==> src/hdl/assert_macros.svh <==
// Assertion macros used by the saturator top level.
`ifndef ASSERT_MACROS_SVH
`define ASSERT_MACROS_SVH

// Check a property on every clock edge outside reset.
`define SHX_ASSERT(label, prop, msg) \
    label: assert property (@(posedge clk) disable iff (!rst_n) prop) else $error(msg);

// Check a property on every clock edge, reset included.
`define SHX_ASSERT_ALWAYS(label, prop, msg) \
    label: assert property (@(posedge clk) prop) else $error(msg);

`endif

==> src/hdl/shx_pkg.sv <==
// Shared types, constants and fixed-point helpers of the harmonic saturator.
package shx_pkg;

    localparam int SAMPLE_WIDTH_DEF = 24;
    localparam int OUT_W            = 22;
    localparam int W_W              = 17;
    localparam int ACC_W            = 72;
    localparam int OPA_W            = 36;
    localparam int OPB_W            = 32;
    localparam int DIGIT_W          = 8;
    localparam int NDIG             = OPB_W / DIGIT_W;
    localparam int CFG_W            = 24;
    localparam int PADDR_W          = 5;
    localparam int N_REGS           = 7;

    localparam logic [W_W-1:0] W_ONE = 17'd65536;

    localparam logic signed [OPB_W-1:0] K_T   = 32'sd2995931;
    localparam logic signed [OPB_W-1:0] K_LIN = 32'sd4512289;
    localparam logic signed [OPB_W-1:0] K_3A  = 32'sd1948110;
    localparam logic signed [OPB_W-1:0] K_3B  = 32'sd1461083;
    localparam logic signed [OPB_W-1:0] K_5A  = 32'sd1439651;
    localparam logic signed [OPB_W-1:0] K_5B  = 32'sd1799564;
    localparam logic signed [OPB_W-1:0] K_5C  = 32'sd449891;

    // Register indexes of the configuration port
    localparam logic [2:0] REG_B0    = 3'd0;
    localparam logic [2:0] REG_B1    = 3'd1;
    localparam logic [2:0] REG_A1    = 3'd2;
    localparam logic [2:0] REG_A2    = 3'd3;
    localparam logic [2:0] REG_COMB  = 3'd4;
    localparam logic [2:0] REG_GAIN  = 3'd5;
    localparam logic [2:0] REG_SCALE = 3'd6;

    localparam logic signed [CFG_W-1:0] RST_B0    = 24'sd743400;
    localparam logic signed [CFG_W-1:0] RST_B1    = 24'sd1066912;
    localparam logic signed [CFG_W-1:0] RST_A1    = -24'sd2973590;
    localparam logic signed [CFG_W-1:0] RST_A2    = 24'sd913060;
    localparam logic signed [CFG_W-1:0] RST_COMB  = 24'sd2694637;
    localparam logic signed [CFG_W-1:0] RST_GAIN  = 24'sd440402;
    localparam logic signed [CFG_W-1:0] RST_SCALE = 24'sd4609921;

    localparam logic [5:0] N_GLIDE   = 6'd4;
    localparam logic [5:0] R_BASE    = 6'd24;
    localparam logic [5:0] LAST_STEP = 6'd43;

    typedef struct packed {
        logic signed [CFG_W-1:0] b0;
        logic signed [CFG_W-1:0] b1;
        logic signed [CFG_W-1:0] a1;
        logic signed [CFG_W-1:0] a2;
        logic signed [CFG_W-1:0] comb;
        logic signed [CFG_W-1:0] gain;
        logic signed [CFG_W-1:0] scale;
    } cfg_t;

    typedef struct packed {
        logic start;
        logic clear;
        logic neg;
    } mac_cmd_t;

    typedef enum logic [2:0] {
        ST_IDLE,
        ST_LOAD,
        ST_MUL,
        ST_FIN,
        ST_OUT
    } state_t;

    typedef enum logic [4:0] {
        OP_T, OP_T2, OP_T3, OP_T5,
        OP_H3A, OP_H3B,
        OP_H5A, OP_H5B, OP_H5C,
        OP_LIN, OP_W3, OP_W5,
        OP_COMB,
        OP_BP0, OP_BP1, OP_BP2, OP_BP3, OP_BP4,
        OP_GAIN, OP_SCALE
    } op_t;

    // Round half up, then drop s fraction bits
    function automatic logic signed [ACC_W-1:0] rnd_sh(input logic signed [ACC_W-1:0] v,
                                                      input int s);
        logic signed [ACC_W-1:0] half;
        half = 72'sd1 <<< (s - 1);
        return (v + half) >>> s;
    endfunction

    function automatic logic signed [31:0] sat32(input logic signed [ACC_W-1:0] v);
        logic signed [31:0] r;
        if (v > 72'sd2147483647)
            r = 32'sh7FFFFFFF;
        else if (v < -72'sd2147483648)
            r = 32'sh80000000;
        else
            r = v[31:0];
        return r;
    endfunction

    function automatic logic signed [OUT_W-1:0] sat_out(input logic signed [ACC_W-1:0] v);
        logic signed [OUT_W-1:0] r;
        if (v > 72'sd1101004)
            r = 22'sd1101004;
        else if (v < -72'sd1101005)
            r = -22'sd1101005;
        else
            r = v[OUT_W-1:0];
        return r;
    endfunction

endpackage

==> src/hdl/shx_mac.sv <==
// Digit-serial multiply-accumulate unit: one 8-bit digit of operand b per cycle.
module shx_mac
(
    input  logic                                clk,
    input  logic                                rst_n,
    input  shx_pkg::mac_cmd_t                   cmd,
    input  logic signed [shx_pkg::OPA_W-1:0]    a,
    input  logic signed [shx_pkg::OPB_W-1:0]    b,
    output logic                                busy,
    output logic signed [shx_pkg::ACC_W-1:0]    acc
);

    logic signed [shx_pkg::OPA_W-1:0] a_reg;
    logic        [shx_pkg::OPB_W-1:0] b_reg;
    logic        [1:0]                dig_reg;
    logic                             busy_reg;
    logic signed [shx_pkg::ACC_W-1:0] acc_reg;

    logic signed [shx_pkg::DIGIT_W:0]              digit;
    logic signed [shx_pkg::OPA_W+shx_pkg::DIGIT_W:0] pp;
    logic signed [shx_pkg::ACC_W-1:0]              pp_shift;

    // Lower digits are unsigned, the top digit carries the sign
    always_comb
    begin
        if (dig_reg == 2'(shx_pkg::NDIG - 1))
            digit = {b_reg[shx_pkg::DIGIT_W-1], b_reg[shx_pkg::DIGIT_W-1:0]};
        else
            digit = {1'b0, b_reg[shx_pkg::DIGIT_W-1:0]};
        pp       = a_reg * digit;
        pp_shift = shx_pkg::ACC_W'(pp) <<< {dig_reg, 3'b000};
    end

    always_ff @(posedge clk or negedge rst_n)
    begin
        if (!rst_n)
        begin
            busy_reg <= 1'b0;
            dig_reg  <= 2'd0;
            acc_reg  <= '0;
            a_reg    <= '0;
            b_reg    <= '0;
        end
        else if (cmd.start)
        begin
            a_reg    <= cmd.neg ? -a : a;
            b_reg    <= b;
            dig_reg  <= 2'd0;
            busy_reg <= 1'b1;
            if (cmd.clear)
                acc_reg <= '0;
        end
        else if (busy_reg)
        begin
            acc_reg <= acc_reg + pp_shift;
            b_reg   <= b_reg >> shx_pkg::DIGIT_W;
            dig_reg <= dig_reg + 2'd1;
            if (dig_reg == 2'(shx_pkg::NDIG - 1))
                busy_reg <= 1'b0;
        end
    end

    assign busy = busy_reg;
    assign acc  = acc_reg;

endmodule

==> src/hdl/shx_apb.sv <==
// APB register file holding the filter and gain coefficients.
module shx_apb
(
    input  logic                          clk,
    input  logic                          rst_n,
    input  logic                          psel,
    input  logic                          penable,
    input  logic                          pwrite,
    input  logic [shx_pkg::PADDR_W-1:0]   paddr,
    input  logic [31:0]                   pwdata,
    output logic [31:0]                   prdata,
    output logic                          pready,
    output shx_pkg::cfg_t                 cfg
);

    shx_pkg::cfg_t cfg_reg;
    logic [2:0]    idx;
    logic signed [shx_pkg::CFG_W-1:0] wval;
    logic signed [shx_pkg::CFG_W-1:0] rval;

    assign idx    = paddr[4:2];
    assign wval   = pwdata[shx_pkg::CFG_W-1:0];
    assign pready = 1'b1;

    always_ff @(posedge clk or negedge rst_n)
    begin
        if (!rst_n)
        begin
            cfg_reg.b0    <= shx_pkg::RST_B0;
            cfg_reg.b1    <= shx_pkg::RST_B1;
            cfg_reg.a1    <= shx_pkg::RST_A1;
            cfg_reg.a2    <= shx_pkg::RST_A2;
            cfg_reg.comb  <= shx_pkg::RST_COMB;
            cfg_reg.gain  <= shx_pkg::RST_GAIN;
            cfg_reg.scale <= shx_pkg::RST_SCALE;
        end
        else if (psel && penable && pwrite)
        begin
            case (idx)
                shx_pkg::REG_B0:    cfg_reg.b0    <= wval;
                shx_pkg::REG_B1:    cfg_reg.b1    <= wval;
                shx_pkg::REG_A1:    cfg_reg.a1    <= wval;
                shx_pkg::REG_A2:    cfg_reg.a2    <= wval;
                shx_pkg::REG_COMB:  cfg_reg.comb  <= wval;
                shx_pkg::REG_GAIN:  cfg_reg.gain  <= wval;
                shx_pkg::REG_SCALE: cfg_reg.scale <= wval;
                default: ;
            endcase
        end
    end

    always_comb
    begin
        case (idx)
            shx_pkg::REG_B0:    rval = cfg_reg.b0;
            shx_pkg::REG_B1:    rval = cfg_reg.b1;
            shx_pkg::REG_A1:    rval = cfg_reg.a1;
            shx_pkg::REG_A2:    rval = cfg_reg.a2;
            shx_pkg::REG_COMB:  rval = cfg_reg.comb;
            shx_pkg::REG_GAIN:  rval = cfg_reg.gain;
            shx_pkg::REG_SCALE: rval = cfg_reg.scale;
            default:            rval = '0;
        endcase
        prdata = 32'(rval);
    end

    assign cfg = cfg_reg;

endmodule

==> src/hdl/stereo_harmonic_saturator_eq.sv <==
// Each result takes 44 MAC steps, run one after another on the single shared digit-serial MAC;
//   every step has a load state, four 8-bit digits per product, a wait until the MAC is
//   idle, and a finish state.
// A new input is taken once the previous pair is handed to the output register.
// Reset (rst_n, async, active low) clears weights, filter histories and control;
//   the coefficient registers return to their default values.
module stereo_harmonic_saturator_eq
#(
    parameter int  SAMPLE_WIDTH = shx_pkg::SAMPLE_WIDTH_DEF,
    localparam int S_TDATA_W    = ((2 * SAMPLE_WIDTH + 21 + 7) / 8) * 8
)
(
    input  logic                         clk,
    input  logic                         rst_n,
    input  logic                         s_tvalid,
    output logic                         s_tready,
    // left_sample, right_sample, third_left_on, third_right_on,
    // fifth_left_on, fifth_right_on, ramp_weight
    input  logic [S_TDATA_W-1:0]         s_tdata,
    output logic                         m_tvalid,
    input  logic                         m_tready,
    // left_out, right_out
    output logic [47:0]                  m_tdata,
    input  logic                         psel,
    input  logic                         penable,
    input  logic                         pwrite,
    input  logic [shx_pkg::PADDR_W-1:0]  paddr,
    input  logic [31:0]                  pwdata,
    output logic [31:0]                  prdata,
    output logic                         pready
);

    `include "assert_macros.svh"

    localparam int SW = SAMPLE_WIDTH;

    shx_pkg::cfg_t     cfg;
    shx_pkg::mac_cmd_t mac_cmd;
    logic              mac_busy;
    logic signed [shx_pkg::ACC_W-1:0] acc;

    shx_pkg::state_t state_reg, state_next;
    logic [5:0]      step_reg;

    logic signed [SW-1:0]  left_reg, right_reg;
    logic [3:0]            tgt_reg;
    logic [shx_pkg::W_W-1:0] ramp_reg;
    logic [shx_pkg::W_W-1:0] w_l3_reg, w_r3_reg, w_l5_reg, w_r5_reg;

    logic signed [31:0] t_reg, t2_reg, t3_reg, t5_reg;
    logic signed [33:0] h3_reg, h5_reg;
    logic signed [35:0] dsum_reg;
    logic signed [31:0] d_reg, mix_reg, bp_reg, o_reg;
    logic signed [31:0] cl0_reg, cl1_reg, cr0_reg, cr1_reg;
    logic signed [31:0] il0_reg, il1_reg, ir0_reg, ir1_reg;
    logic signed [31:0] ol0_reg, ol1_reg, or0_reg, or1_reg;
    logic signed [shx_pkg::OUT_W-1:0] res_l_reg, res_r_reg;
    logic        [47:0] m_tdata_reg;
    logic               m_tvalid_reg;

    logic               ch;
    logic [5:0]         j_full;
    shx_pkg::op_t       op;
    logic [1:0]         g;
    logic [shx_pkg::W_W-1:0] w_cur, w3, w5;
    logic signed [31:0] x_c0, x_c1, i_c0, i_c1, o_c0, o_c1, x_in;
    logic signed [shx_pkg::OPA_W-1:0] op_a;
    logic signed [shx_pkg::OPB_W-1:0] op_b;
    logic               first, neg;

    logic signed [shx_pkg::ACC_W-1:0] r16, r20, r22;
    logic signed [shx_pkg::ACC_W-1:0] wsum, apsum;
    logic [shx_pkg::W_W-1:0] w_next;
    logic signed [31:0]  ap_next, mix_next, bp_next;
    logic [shx_pkg::W_W-1:0] ramp_in;

    shx_apb u_apb
    (
        .clk     (clk),
        .rst_n   (rst_n),
        .psel    (psel),
        .penable (penable),
        .pwrite  (pwrite),
        .paddr   (paddr),
        .pwdata  (pwdata),
        .prdata  (prdata),
        .pready  (pready),
        .cfg     (cfg)
    );

    shx_mac u_mac
    (
        .clk   (clk),
        .rst_n (rst_n),
        .cmd   (mac_cmd),
        .a     (op_a),
        .b     (op_b),
        .busy  (mac_busy),
        .acc   (acc)
    );

    assign ramp_in = (s_tdata[2*SW+20:2*SW+4] > shx_pkg::W_ONE) ? shx_pkg::W_ONE
                                                               : s_tdata[2*SW+20:2*SW+4];

    // Operand selection per channel and per glide step, and MAC command
    always_comb
    begin
        ch     = (step_reg >= shx_pkg::R_BASE);
        j_full = step_reg - (ch ? shx_pkg::R_BASE : shx_pkg::N_GLIDE);
        op     = shx_pkg::op_t'(j_full[4:0]);
        g      = step_reg[1:0];
        x_in   = ch ? 32'(right_reg) : 32'(left_reg);
        w3     = ch ? w_r3_reg : w_l3_reg;
        w5     = ch ? w_r5_reg : w_l5_reg;
        x_c0   = ch ? cr0_reg : cl0_reg;
        x_c1   = ch ? cr1_reg : cl1_reg;
        i_c0   = ch ? ir0_reg : il0_reg;
        i_c1   = ch ? ir1_reg : il1_reg;
        o_c0   = ch ? or0_reg : ol0_reg;
        o_c1   = ch ? or1_reg : ol1_reg;
        case (g)
            2'd0:    w_cur = w_l3_reg;
            2'd1:    w_cur = w_r3_reg;
            2'd2:    w_cur = w_l5_reg;
            default: w_cur = w_r5_reg;
        endcase

        first = 1'b1;
        neg   = 1'b0;
        op_a  = '0;
        op_b  = '0;
        if (step_reg < shx_pkg::N_GLIDE)
        begin
            op_a = (tgt_reg[g] ? 36'(shx_pkg::W_ONE) : 36'sd0) - 36'(w_cur);
            op_b = 32'(ramp_reg);
        end
        else
        begin
            case (op)
                shx_pkg::OP_T:     begin op_a = 36'(x_in);   op_b = shx_pkg::K_T; end
                shx_pkg::OP_T2:    begin op_a = 36'(t_reg);  op_b = t_reg; end
                shx_pkg::OP_T3:    begin op_a = 36'(t2_reg); op_b = t_reg; end
                shx_pkg::OP_T5:    begin op_a = 36'(t3_reg); op_b = t2_reg; end
                shx_pkg::OP_H3A:   begin op_a = 36'(t_reg);  op_b = shx_pkg::K_3B; end
                shx_pkg::OP_H3B:
                begin
                    op_a = 36'(t3_reg); op_b = shx_pkg::K_3A; first = 1'b0; neg = 1'b1;
                end
                shx_pkg::OP_H5A:   begin op_a = 36'(t5_reg); op_b = shx_pkg::K_5A; end
                shx_pkg::OP_H5B:
                begin
                    op_a = 36'(t3_reg); op_b = shx_pkg::K_5B; first = 1'b0; neg = 1'b1;
                end
                shx_pkg::OP_H5C:
                begin
                    op_a = 36'(t_reg); op_b = shx_pkg::K_5C; first = 1'b0;
                end
                shx_pkg::OP_LIN:   begin op_a = 36'(t_reg);  op_b = shx_pkg::K_LIN; end
                shx_pkg::OP_W3:    begin op_a = 36'(h3_reg); op_b = 32'(w3); end
                shx_pkg::OP_W5:    begin op_a = 36'(h5_reg); op_b = 32'(w5); end
                shx_pkg::OP_COMB:
                begin
                    op_a = 36'(x_c0) + 36'(x_c1); op_b = 32'(cfg.comb);
                end
                shx_pkg::OP_BP0:   begin op_a = 36'(mix_reg); op_b = 32'(cfg.b0); end
                shx_pkg::OP_BP1:
                begin
                    op_a = 36'(i_c0); op_b = 32'(cfg.b1); first = 1'b0;
                end
                shx_pkg::OP_BP2:
                begin
                    op_a = 36'(i_c1); op_b = 32'(cfg.b0); first = 1'b0;
                end
                shx_pkg::OP_BP3:
                begin
                    op_a = 36'(o_c0); op_b = 32'(cfg.a1); first = 1'b0; neg = 1'b1;
                end
                shx_pkg::OP_BP4:
                begin
                    op_a = 36'(o_c1); op_b = 32'(cfg.a2); first = 1'b0; neg = 1'b1;
                end
                shx_pkg::OP_GAIN:  begin op_a = 36'(bp_reg); op_b = 32'(cfg.gain); end
                shx_pkg::OP_SCALE: begin op_a = 36'(o_reg);  op_b = 32'(cfg.scale); end
                default: ;
            endcase
        end
        mac_cmd.start = (state_reg == shx_pkg::ST_LOAD);
        mac_cmd.clear = first;
        mac_cmd.neg   = neg;
    end

    // Finish values taken from the accumulator
    always_comb
    begin
        r16      = shx_pkg::rnd_sh(acc, 16);
        r20      = shx_pkg::rnd_sh(acc, 20);
        r22      = shx_pkg::rnd_sh(acc, 22);
        wsum     = 72'(w_cur) + r16;
        if (wsum < 72'sd0)
            w_next = '0;
        else if (wsum > 72'(shx_pkg::W_ONE))
            w_next = shx_pkg::W_ONE;
        else
            w_next = wsum[shx_pkg::W_W-1:0];
        ap_next  = shx_pkg::sat32(72'(d_reg) - r22);
        apsum    = (72'(ap_next) + 72'(d_reg) + 72'sd1) >>> 1;
        mix_next = apsum[31:0];
        bp_next  = shx_pkg::sat32(r22);
    end

    always_comb
    begin
        state_next = state_reg;
        case (state_reg)
            shx_pkg::ST_IDLE: if (s_tvalid) state_next = shx_pkg::ST_LOAD;
            shx_pkg::ST_LOAD: state_next = shx_pkg::ST_MUL;
            shx_pkg::ST_MUL:  if (!mac_busy) state_next = shx_pkg::ST_FIN;
            shx_pkg::ST_FIN:
                state_next = (step_reg == shx_pkg::LAST_STEP) ? shx_pkg::ST_OUT
                                                                : shx_pkg::ST_LOAD;
            shx_pkg::ST_OUT:  if (!m_tvalid_reg || m_tready) state_next = shx_pkg::ST_IDLE;
            default:          state_next = shx_pkg::ST_IDLE;
        endcase
    end

    always_ff @(posedge clk or negedge rst_n)
    begin
        if (!rst_n)
            state_reg <= shx_pkg::ST_IDLE;
        else
            state_reg <= state_next;
    end

    always_ff @(posedge clk or negedge rst_n)
    begin
        if (!rst_n)
        begin
            step_reg     <= '0;
            m_tvalid_reg <= 1'b0;
            w_l3_reg <= '0; w_r3_reg <= '0; w_l5_reg <= '0; w_r5_reg <= '0;
            cl0_reg  <= '0; cl1_reg  <= '0; cr0_reg  <= '0; cr1_reg  <= '0;
            il0_reg  <= '0; il1_reg  <= '0; ir0_reg  <= '0; ir1_reg  <= '0;
            ol0_reg  <= '0; ol1_reg  <= '0; or0_reg  <= '0; or1_reg  <= '0;
        end
        else
        begin
            if (m_tvalid_reg && m_tready && state_reg != shx_pkg::ST_OUT)
                m_tvalid_reg <= 1'b0;
            case (state_reg)
                shx_pkg::ST_IDLE:
                    if (s_tvalid)
                        step_reg <= '0;
                shx_pkg::ST_FIN:
                begin
                    step_reg <= step_reg + 6'd1;
                    if (step_reg < shx_pkg::N_GLIDE)
                    begin
                        case (g)
                            2'd0:    w_l3_reg <= w_next;
                            2'd1:    w_r3_reg <= w_next;
                            2'd2:    w_l5_reg <= w_next;
                            default: w_r5_reg <= w_next;
                        endcase
                    end
                    else if (op == shx_pkg::OP_COMB)
                    begin
                        if (ch)
                        begin
                            cr1_reg <= cr0_reg; cr0_reg <= ap_next;
                        end
                        else
                        begin
                            cl1_reg <= cl0_reg; cl0_reg <= ap_next;
                        end
                    end
                    else if (op == shx_pkg::OP_BP4)
                    begin
                        if (ch)
                        begin
                            ir1_reg <= ir0_reg; ir0_reg <= mix_reg;
                            or1_reg <= or0_reg; or0_reg <= bp_next;
                        end
                        else
                        begin
                            il1_reg <= il0_reg; il0_reg <= mix_reg;
                            ol1_reg <= ol0_reg; ol0_reg <= bp_next;
                        end
                    end
                end
                shx_pkg::ST_OUT:
                    if (!m_tvalid_reg || m_tready)
                        m_tvalid_reg <= 1'b1;
                default: ;
            endcase
        end
    end

    // Payload registers
    always_ff @(posedge clk)
    begin
        if (state_reg == shx_pkg::ST_IDLE && s_tvalid)
        begin
            left_reg  <= s_tdata[SW-1:0];
            right_reg <= s_tdata[2*SW-1:SW];
            tgt_reg   <= s_tdata[2*SW+3:2*SW];
            ramp_reg  <= ramp_in;
        end
        if (state_reg == shx_pkg::ST_OUT && (!m_tvalid_reg || m_tready))
            m_tdata_reg <= {4'b0000, res_r_reg, res_l_reg};
        if (state_reg == shx_pkg::ST_FIN && step_reg >= shx_pkg::N_GLIDE)
        begin
            case (op)
                shx_pkg::OP_T:     t_reg    <= shx_pkg::sat32(r22);
                shx_pkg::OP_T2:    t2_reg   <= shx_pkg::sat32(r20);
                shx_pkg::OP_T3:    t3_reg   <= shx_pkg::sat32(r20);
                shx_pkg::OP_T5:    t5_reg   <= shx_pkg::sat32(r20);
                shx_pkg::OP_H3B:   h3_reg   <= r22[33:0];
                shx_pkg::OP_H5C:   h5_reg   <= r22[33:0];
                shx_pkg::OP_LIN:   dsum_reg <= r22[35:0];
                shx_pkg::OP_W3:    dsum_reg <= dsum_reg + r16[35:0];
                shx_pkg::OP_W5:    d_reg    <= shx_pkg::sat32(72'(dsum_reg) + r16);
                shx_pkg::OP_COMB:  mix_reg  <= mix_next;
                shx_pkg::OP_BP4:   bp_reg   <= bp_next;
                shx_pkg::OP_GAIN:  o_reg    <= shx_pkg::sat32(72'(d_reg) + r22);
                shx_pkg::OP_SCALE:
                begin
                    if (ch)
                        res_r_reg <= shx_pkg::sat_out(r22);
                    else
                        res_l_reg <= shx_pkg::sat_out(r22);
                end
                default: ;
            endcase
        end
    end

    assign s_tready = (state_reg == shx_pkg::ST_IDLE);
    assign m_tvalid = m_tvalid_reg;
    assign m_tdata  = m_tdata_reg;

    `SHX_ASSERT(a_start_seq, (s_tvalid && s_tready) |=> (state_reg == shx_pkg::ST_LOAD) && (step_reg == 6'd0), "sequence did not start at step zero")
    `SHX_ASSERT(a_out_step, (state_reg == shx_pkg::ST_OUT) |-> (step_reg == shx_pkg::LAST_STEP + 6'd1), "result stage reached before last step")
    `SHX_ASSERT(a_w_range, (w_l3_reg <= shx_pkg::W_ONE) && (w_r3_reg <= shx_pkg::W_ONE) && (w_l5_reg <= shx_pkg::W_ONE) && (w_r5_reg <= shx_pkg::W_ONE), "harmonic weight out of range")

endmodule

==> config.mk <==
export PLATFORM = sky130hd
export DESIGN_NAME = stereo_harmonic_saturator_eq
export DESIGN_NICKNAME = d
export VERILOG_FILES = /design/src/hdl/shx_pkg.sv /design/src/hdl/shx_mac.sv /design/src/hdl/shx_apb.sv /design/src/hdl/stereo_harmonic_saturator_eq.sv
export VERILOG_INCLUDE_DIRS = /design/src /design/src/hdl
export SDC_FILE = /design/constraint.sdc
export NUM_CORES = 2
export LEC_CHECK = 0
export ABC_AREA = 1
export ABC_CLOCK_PERIOD_IN_PS = 22100
export BUFFER_PORTS_ARGS = -buffer_cell sky130_fd_sc_hd__buf_2
export CAP_MARGIN = 20
export CELL_PAD_IN_SITES_DETAIL_PLACEMENT = 1
export CELL_PAD_IN_SITES_GLOBAL_PLACEMENT = 1
export CORE_MARGIN = 8
export CORE_UTILIZATION = 45
export CTS_CLUSTER_SIZE = 12
export DETAILED_ROUTE_END_ITERATION = 8
export HOLD_SLACK_MARGIN = 0.15
export PLACE_DENSITY_LB_ADDON = 0.15
export SYNTH_ARGS = -nofsm -noshare
export SYNTH_HDL_FRONTEND = slang
export SYNTH_HIERARCHICAL = 1
export SYNTH_SLANG_ARGS = --single-unit
==> constraint.sdc <==
create_clock -name clk -period 22.1 [get_ports clk]
set_input_delay 2.21 -clock clk [delete_from_list [all_inputs] [get_ports clk]]
set_output_delay 2.21 -clock clk [all_outputs]
set_load 0.01 [all_outputs]
==> results.md <==
* Period minus WS final at 10.13 ns
* Gr usage total at 39.49%
* Crit Reg-Reg Startpoint: u_mac/acc[21]$_DFFE_PN0P_
* CP endpoint kind: register
* Hold Violations, Final at 0
* Critical path fanouts, max at 32
* Area after DPL at 101200 um^2
* Die Y-Extent at 481.2 um
* Share of layout cells above drive strength 1 at 7.188%
* Sequential share of the synthesized area at 35.90%
* Via/cell ratio at 6.080
* Warnings from Yosys at 6
* Post-cts resize count at 0
* Worst EP arrival at 10.73 ns
* H-tree levels at 4
* RSZ-0062 raised after global routing: no
* I/O pin count at 199
* CP Capture Point: mix_reg[31]$_DFFE_PP_
* Area of the mapped netlist at 97370 um^2
* CTS tree: yes
* Fillers at 27050
* Share of the synthesized area in the top cell type at 17.99%
* Prevailing post-synth register cell: dfrtp_1
* Worst Tran Pin Value at 1.307 ns
* PortBufs at 180
* Synth cell types at 87
* Slew Limit Fails at 0
* Vias in the first global route at 99870
* Crit start category: register
* Clk sinks at 1290
* Layout Area Growth over Synthesis at 9.491%
* Period utilization at 45.85%
* Setup bufs post-CTS at 0
* Ranking of synthesized cells by area: dfrtp_1 (18%), edfxtp_1 (16%), nand2_1 (16%)
* CTS Hold Bufs at 0
* Final setup violation count at 0
* Hold Crit Class: reg2reg
* Nets@finish at 14090
* Power per cell area at 175.4 nW/um^2
* Clk slew on worst S/H paths at 0.06 ns
* Utilization after layout at 49.63%
* DRT Pass-1 Iters at 6
* Final Skew at 0.05524 ns
* Initial DRC count at 12040
* Gpl congestion at 1.020
* Most frequent cells in the layout: nand2_1 (4018), inv_1 (1713), o21ai_0 (1094), nor2_1 (1078), dfrtp_1 (699)
* Max-capacitance violation count at 0
* Die Span X at 481.2 um
* Slowest stage delay, CP at 0.79 ns
* Fmax at 98.70 MHz
* Per-cell routed wire length at 28.88 um
* Max-slew headroom at 11.94%
* Antenna violations before repair at 35
* Clock Tree Root: clkbuf_16
* Cell count after synthesis at 13350
* Vias at 99160
* Syn Area/Cell at 7.293 um^2
* Post-synth EDFFs at 517
* FF-to-FF End: mix_reg[31]$_DFFE_PP_
* Core area at 214800 um^2
* CTS max path bufs at 3
* Worst path slowest cell: xor2_1
* Cells after DPL at 15990
* R2R Setup Slk at 11.97 ns
* Leading area contributor after synthesis: dfrtp_1
* Initial core utilization at 45.32%
* Final TNS setup at 0 ns
* Critical path class: reg2reg
* Largest net degree at the start of global routing at 121
* Leakage at 50.65 nW
* First-pass GRT wire length at 680600 um
* Antenna viol nets, final at 0
* Row Count at 170
* Design Area, Final at 106600 um^2
* Required time of the critical path at 22.69 ns
* Most common cell after layout, fill and taps aside: nand2_1
* Remaining routing DRC violations at 0
* Final hold slack at 0.4155 ns
* Num CTS Buffers at 156
* Post-Route WL at 471100 um
* Maximum vdd drop at 0.1288 mV
* Status: finished clean
* Die footprint at 231500 um^2
* #FFs+latches synth at 1290
* Layout Cells excl Fill at 16310
* Worst setup startpoint: u_mac/acc[21]$_DFFE_PN0P_
* GRT overflow at 0
* Detail Placement HPWL at 364200 um
* FFs w/ async S/R, synth at 59.92%
* CP dominant cell by count: nand2_1
* Largest register FFs at 168
* Worst r2r path cells at 48
* Clock latency on the worst-skew pair at 0.86 ns
## report_power, final
group | internal, mW | switching, mW | leakage (nW)
Combinational | 3.37 | 9.28 | 33.2
Sequential | 2.98 | 0.392 | 14.9
Clock | 1.51 | 1.17 | 2.54
## Yosys cell counts (all sizes together) (5+ instances only)
library cell and n:
a2111oi 38, a211oi 32, a21boi 18, a21o 21, a21oi 614, a221oi 70
a22o 85, a22oi 22, a31oi 35, buf 166, clkbuf 391, clkinv 18
dfrtp 700, dfstp 73, edfxtp 517, fa 267, ha 387, inv 1752
nand2 4066, nand3 563, nand3b 24, nand4 364, nor2 1161, nor3 124
nor3b 6, nor4 62, o2111ai 23, o211ai 49, o21a 33, o21ai 1163
o21bai 38, o221ai 18, o22ai 33, o311ai 6, o31ai 23, or2 38
or4 5, xnor2 61, xor2 253
## worst min-delay path by stage
stage	end	cells past startpoint	from
final	m_tdata[23]$_DFFE_PP_	0	res_r_reg[1]$_DFFE_PP_
after global routing	m_tdata[12]$_DFFE_PP_	0	res_l_reg[12]$_DFFE_PP_
after CTS	m_tdata[31]$_DFFE_PP_	0	res_r_reg[9]$_DFFE_PP_
after detailed placement	m_tdata[30]$_DFFE_PP_	0	res_r_reg[8]$_DFFE_PP_
after global placement	m_tdata[32]$_DFFE_PP_	0	res_r_reg[10]$_DFFE_PP_
after floorplan	m_tdata[0]$_DFFE_PP_	0	res_l_reg[0]$_DFFE_PP_
## metrics by stage
stage                     worst slack [ns]  total power, mW
final                                11.97            18.70
after global routing                 11.49            19.74
after CTS                            12.29            18.27
after detailed placement             12.31            15.54
after global placement               12.63            15.20
after floorplan                      15.03            10.71
## layout make-up
class	instances	area [um^2]	share of cell area, %
inverter	1770	6653	6.240
tap	2838	3551	3.331
antenna	19	47.55	0.04460
sequential	1290	34960	32.79
timing repair buffer	367	2405	2.256
clock buffer	216	4402	4.129
clock inverter	73	844.6	0.7922
multi-input combinational	9737	53750	50.42
## metal layers
metal | wire length (um) | share of wire (%) | track usage, %
met2 | 202300 | 43 | 59.47
met4 | 30870 | 6.6 | 21.80
met1 | 192500 | 41 | 52.67
met5 | 31 | 0.0066 | 0
met3 | 45340 | 9.6 | 8.867
## logic make-up (layout without fill, tap and decap cells)
group	after synthesis	count (layout)	share of synthesized area [%]
fa+ha+maj	654	654	10.46
simple gates	6423	6423	27.62
mux	5	5	0.06553
buf+inv	2327	2426	9.277
compound gates	2336	2336	13.83
xor+xnor	314	314	2.832
flops	1290	1290	35.90
other cells	2	24	0.007713
## worst max-delay path, delay by kind of cell (launching register included)
family                     cells  cell delay [ns]
and+or+nand+nor               29             4.50
buffers and inverters          5             0.41
DFF                            1             0.71
adders and majority gates      3             1.39
AOI/OAI and AO/OA              9             1.77
xor gates and xnor gates       2             1.12
(Power assumes the default switching activity.)
